==> src/sv/mf2d_pkg.sv <==
// ----------------------------------------------------------------------------
// mf2d_pkg
// Shared types and constants of the 2-D median filter.
// ----------------------------------------------------------------------------
`default_nettype none

package mf2d_pkg;

  localparam int PIX_W = 8;   // pixel width
  localparam int FW_W  = 11;  // frame_width register width
  localparam int FH_W  = 12;  // frame_height register width
  localparam int WIN_W = 3;   // window size register width
  localparam int CFG_W = 12;  // configuration data width

  // Register indexes of the configuration channel.
  typedef enum logic [1:0] {
    CFG_FRAME_WIDTH   = 2'd0,
    CFG_FRAME_HEIGHT  = 2'd1,
    CFG_WINDOW_HEIGHT = 2'd2,
    CFG_WINDOW_WIDTH  = 2'd3
  } cfg_index_t;

  // Item kinds on the input stream.
  typedef enum logic {
    OP_PIXEL = 1'b0,
    OP_DRAIN = 1'b1
  } op_t;

  // Commands from the controller to the datapath.
  typedef struct packed {
    logic accept;  // an input transfer takes place this cycle
    logic start;   // open the median search of the pending window
    logic step;    // read the next window pixel
    logic decide;  // settle one result bit
    logic emit;    // load the output register and advance
  } ctl_cmd_t;

  // Status from the datapath to the controller.
  typedef struct packed {
    logic win_ready;  // every pixel of the pending window has arrived
    logic step_last;  // current read is the last one of a pass
    logic bit_last;   // the bit being settled is the lowest one
    logic out_free;   // output register can take a new result
  } ctl_sts_t;

endpackage

`default_nettype wire

==> src/sv/mf2d_ctrl.sv <==
// ----------------------------------------------------------------------------
// mf2d_ctrl
// Sequencer of the median filter: takes one item, checks the window and
// runs the bitwise median search over the line store.
// ----------------------------------------------------------------------------
`default_nettype none

module mf2d_ctrl
  import mf2d_pkg::*;
(
  input  wire logic     clk,
  input  wire logic     rst,
  input  wire logic     in_valid,
  output logic          in_ready,
  input  wire ctl_sts_t sts,
  output ctl_cmd_t      cmd
);

  typedef enum logic [2:0] {
    S_IDLE,
    S_CHECK,
    S_SCAN,
    S_DRAIN,
    S_DECIDE,
    S_EMIT
  } state_t;

  state_t state;

  assign in_ready = (state == S_IDLE);

  // Commands follow from the state and the status.
  always_comb begin
    cmd        = '0;
    cmd.accept = (state == S_IDLE) && in_valid;
    cmd.start  = (state == S_CHECK) && sts.win_ready;
    cmd.step   = (state == S_SCAN);
    cmd.decide = (state == S_DECIDE);
    cmd.emit   = (state == S_EMIT) && sts.out_free;
  end

  // State register.
  always_ff @(posedge clk) begin
    if (rst) begin
      state <= S_IDLE;
    end else begin
      unique case (state)
        S_IDLE: begin
          if (in_valid) state <= S_CHECK;
        end
        S_CHECK: begin
          state <= sts.win_ready ? S_SCAN : S_IDLE;
        end
        S_SCAN: begin
          if (sts.step_last) state <= S_DRAIN;
        end
        S_DRAIN: begin
          state <= S_DECIDE;
        end
        S_DECIDE: begin
          state <= sts.bit_last ? S_EMIT : S_SCAN;
        end
        S_EMIT: begin
          if (sts.out_free) state <= S_IDLE;
        end
        default: begin
          state <= S_IDLE;
        end
      endcase
    end
  end

  // A search never starts without a preceding input transfer check.
  a_start_after_accept: assert property (@(posedge clk) disable iff (rst)
    cmd.start |-> $past(cmd.accept))
    else $error("median search started without a new item");

  // The last read of a pass is always followed by a decision, after the drain state.
  a_decide_after_pass: assert property (@(posedge clk) disable iff (rst)
    (cmd.step && sts.step_last) |-> ##2 cmd.decide)
    else $error("bit decision missing after a pass");

  // No input transfer while the search is busy.
  a_no_accept_in_search: assert property (@(posedge clk) disable iff (rst)
    cmd.step |-> !in_ready)
    else $error("input accepted during a pass");

endmodule

`default_nettype wire

==> config.mk <==
export PLATFORM = sky130hd
export DESIGN_NAME = mf2d_ctrl
export DESIGN_NICKNAME = d
export VERILOG_FILES = /design/src/sv/mf2d_pkg.sv /design/src/sv/mf2d_ctrl.sv
export SDC_FILE = /design/constraint.sdc
export NUM_CORES = 1
export LEC_CHECK = 0
export ABC_CLOCK_PERIOD_IN_PS = 1870
export BUFFER_PORTS_ARGS = -buffer_cell sky130_fd_sc_hd__buf_4
export CORE_AREA = 2 2 39 41
export DETAILED_ROUTE_END_ITERATION = 6
export DIE_AREA = 0 0 41 43
export GPL_TIMING_DRIVEN = 1
export SLEW_MARGIN = 15
export SYNTH_ARGS = -nofsm -noshare
export SYNTH_HDL_FRONTEND = slang
export SYNTH_SLANG_ARGS = --single-unit
==> constraint.sdc <==
create_clock -name clk -period 1.87 [get_ports clk]
set_input_delay 0.0935 -clock clk [delete_from_list [all_inputs] [get_ports clk]]
set_output_delay 0.0935 -clock clk [all_outputs]
set_load 0.05 [all_outputs]
==> results by group <==
Drt
  • Number of antenna-violating nets in the routed design: 0
  • Total wire length: 563 um
  • Vias per Instance: 4.29
  • DRC: 0
  • DRT Pass-1 Iters: 3
  • Routed vias: 253
  • 1st-iter DRT viols: 8
  • DR WL/cell: between 9 and 10 um

Synth
  • Post-synthesis sequential area ratio: 0.284
  • Synth top area share: 0.284
  • Main combinational cell family by area after synthesis: simple AND/OR/NAND/NOR gates
  • Adder-cell area share of the yosys netlist: 0
  • Flops & latches, synth: 3
  • Xor/xnor share of the synthesized area: 0
  • Ys Warns: 0
  • Syn Inst Count: 27
  • Synth Net Count: 34
  • Compound-Gate Fraction of Synth Area: 0.243
  • Cell Area, Synth: 211 um2
  • Average footprint of a synthesized cell: just under 8 um2
  • Simple-Gate Fraction of Synth Area: 0.420
  • Post-synth cell types: 15
  • Area leader, netlist: dfxtp_1
  • Mux cell area share after synthesis: 0
  • Dominant cells by area after synthesis: dfxtp_1, a221oi_1, a311oi_1, nand3b_1, and2_1

Clock network
  • CTS Sinks: 3
  • CTS Buf Count: 3
  • Cts hold-fix bufs: 0
  • H-Tree Depth: 1
  • Setup Fix Bufs, Post-CTS: 0
  • Post-CTS Resized: 0
  • CTS root buf: clkbuf_4
  • Worst skew pair latency: 0.24 ns
  • CTS clock-pin slew for the worst setup and hold paths: 0.04 ns
  • CTS tree: built
  • Clock Path Buffers: 2

Place
  • Dpl cell area: 338 um2
  • Pre-CTS setup slack: 0.414 ns
  • Global placer's final weighted congestion: between 0.6 and 0.7
  • Post-DP HPWL: around 420 um
  • Port bufs: 12

Floorplanning
  • Row cnt: 14
  • Die W: 41 um
  • Die ar.: 1760 um2
  • Starting Density: 0.153
  • # IOs: 13
  • Core ar.: 1380 um2
  • Die H: around 43 um

Final layout
  • Ant diodes: 0
  • Largest regs: state x3
  • Layout filler cell count: between 150 and 200
  • Area delta synth->final: 72.2%
  • Post-Route Utilization: 0.263
  • Max FFs per register: 3
  • Post-route cell area: 364 um2
  • Multi-input logic area: about 160 um2
  • Largest register by flop count: state
  • Register area: 60.1 um2
  • Share of cells above drive strength 1: 0.442
  • Nets: 51

Hold path
  • WHS Path Cells: 2
  • Hold_sp: rst
  • HP Class: input port to flip-flop
  • Hold Path End: state[2]

STA
  • Worst setup margin: slightly above 0.4 ns
  • Slew Limit Fails: 0
  • Slew @ Worst Pin: between 0.3 and 0.4 ns
  • Max Freq: ~700 MHz
  • RSZ-0062 raised after global routing: false
  • Final clock skew: 0.00465 ns
  • Slew headroom: 0.785
  • Final period util: 0.779
  • Minimum clock period: 1.46 ns
  • Setup Viol. Count Final: 0
  • Final hold vios: 0

Worst setup path
  • Top Family by Delay on Critical Path: compound AO/OA/AOI/OAI gates
  • Critical Setup Path Class: flip-flop to flip-flop
  • Reg-to-reg endpoint: state[1]
  • R2R cell count: 3
  • Worst-path maximum fanout: 8
  • Worst Path Buf+Inv: 0
  • Critical path arrival: 1.59 ns
  • Reg2reg start: state[0]
  • Largest stage delay on the critical path: 0.38 ns
  • Startpoint Class: flip-flop
  • CP Capture Type: flip-flop
  • WP data required: roughly 2 ns
  • Critical Path, Cell by Cell: or2_4 -> o32a_1 -> a221oi_1
  • Slowest-stage cell, CP: dfxtp_1
  • R2r setup slk: 0.41 ns

GRT
  • GRT met1 Usage: 0.109
  • Vias in the first global route: 212
  • Largest net degree at the start of global routing: 10
  • Met2 usage: 0.0875
  • GRT Util Overall: 0.0832
  • GR Util met3: 0.0314
  • First-pass GRT wire length: 903 um
  • GRT Max-Usage Layer: met1
  • Initial antenna violation count: 0
  • GRT Residual Overflow: 0

Power and ir drop
  • VDD IR max: 0.000693 V
  • Pwr dens: between 2000 and 2500 nW/um2
  • Leakage: approximately 0.15 nW

Run
  • Maximum Capacitance Violations: 0

Outcome
  • Status: finished clean
[synth_stat cells]
| master | instances |
|---|---|
| o22ai_1 | 1 |
| or2_4 | 1 |
| and2_1 | 2 |
| nor2b_1 | 1 |
| nor3_1 | 2 |
| o32a_1 | 1 |
| a311oi_1 | 2 |
| nand3b_1 | 2 |
| nand2_1 | 2 |
| nor3b_1 | 1 |
| nor4bb_1 | 1 |
| dfxtp_1 | 3 |
| nor2_1 | 3 |
| inv_1 | 3 |
| a221oi_1 | 2 |
[per-stage QoR]
step | power [mW] | hold WS, ns | setup TNS (ns) | std cells
floorplan | 0.543 | 0.166 | -0.0523 | 27
global placement | 0.673 | 0.278 | 0 | 55
detailed placement | 0.678 | 0.281 | 0 | 55
CTS | 0.803 | 0.0232 | 0 | 59
global route | 0.856 | 0.0308 | 0 | 59
finish | 0.790 | 0.0319 | 0 | 59
[worst max path at each step]
| stage | endpoint | depth (start not counted) | startpoint | slack [ns] |
|---|---|---|---|---|
| final | state[1] | 3 | state[0] | 0.41 |
| after CTS | state[1] | 3 | state[0] | 0.40 |
| after global routing | state[1] | 3 | state[0] | 0.31 |
| after detailed placement | state[1] | 3 | state[0] | 0.41 |
| after floorplan | state[1] | 3 | state[0] | -0.05 |
| after global placement | state[1] | 3 | state[0] | 0.45 |
[placed cells by master (no fill, tap or decap)]
| cell | Yosys | final |
|---|---|---|
| buf_4 | 0 | 12 |
| and2_1 | 2 | 2 |
| inv_1 | 3 | 3 |
| nor3_1 | 2 | 1 |
| or2_4 | 1 | 1 |
| clkbuf_4 | 0 | 3 |
| nor3_2 | 0 | 1 |
| a221oi_1 | 2 | 2 |
| nand3b_1 | 2 | 2 |
| nor3b_2 | 0 | 1 |
| o22ai_1 | 1 | 1 |
| a311oi_1 | 2 | 2 |
| nor2b_1 | 1 | 1 |
| o32a_1 | 1 | 1 |
| nor4bb_2 | 0 | 1 |
| clkbuf_1 | 0 | 1 |
| dfxtp_1 | 3 | 3 |
| nor2_1 | 3 | 3 |
| nand2_1 | 2 | 2 |
[logic make-up after synthesis]
kind of cell	Yosys count
simple gates	15
compound gates	6
flops	3
buf+inv	3
[layout make-up]
type / instances / area share
Sequential cell: 3 / 0.165
Timing Repair Buffer: 12 / 0.247
Tap cell: 16 / 0.0550
Clock buffer: 4 / 0.0722
Multi-Input combinational cell: 21 / 0.430
Inverter: 3 / 0.0309
[report_power, final]
group	internal (mW)	switching, mW	total [mW]
sequential	0.0957	0.0728	0.168
combinational	0.196	0.308	0.504
clock	0.0803	0.0380	0.118
total	0.372	0.419	0.790
[layer usage]
layer / wire (um) / vias to the layer above
met1: 247 / 105
li1: - / 133
met4: 20 / 0
met5: 0 / -
met3: 63 / 2
met2: 232 / 13
No activity file was read; power rests on OpenSTA's default activity.
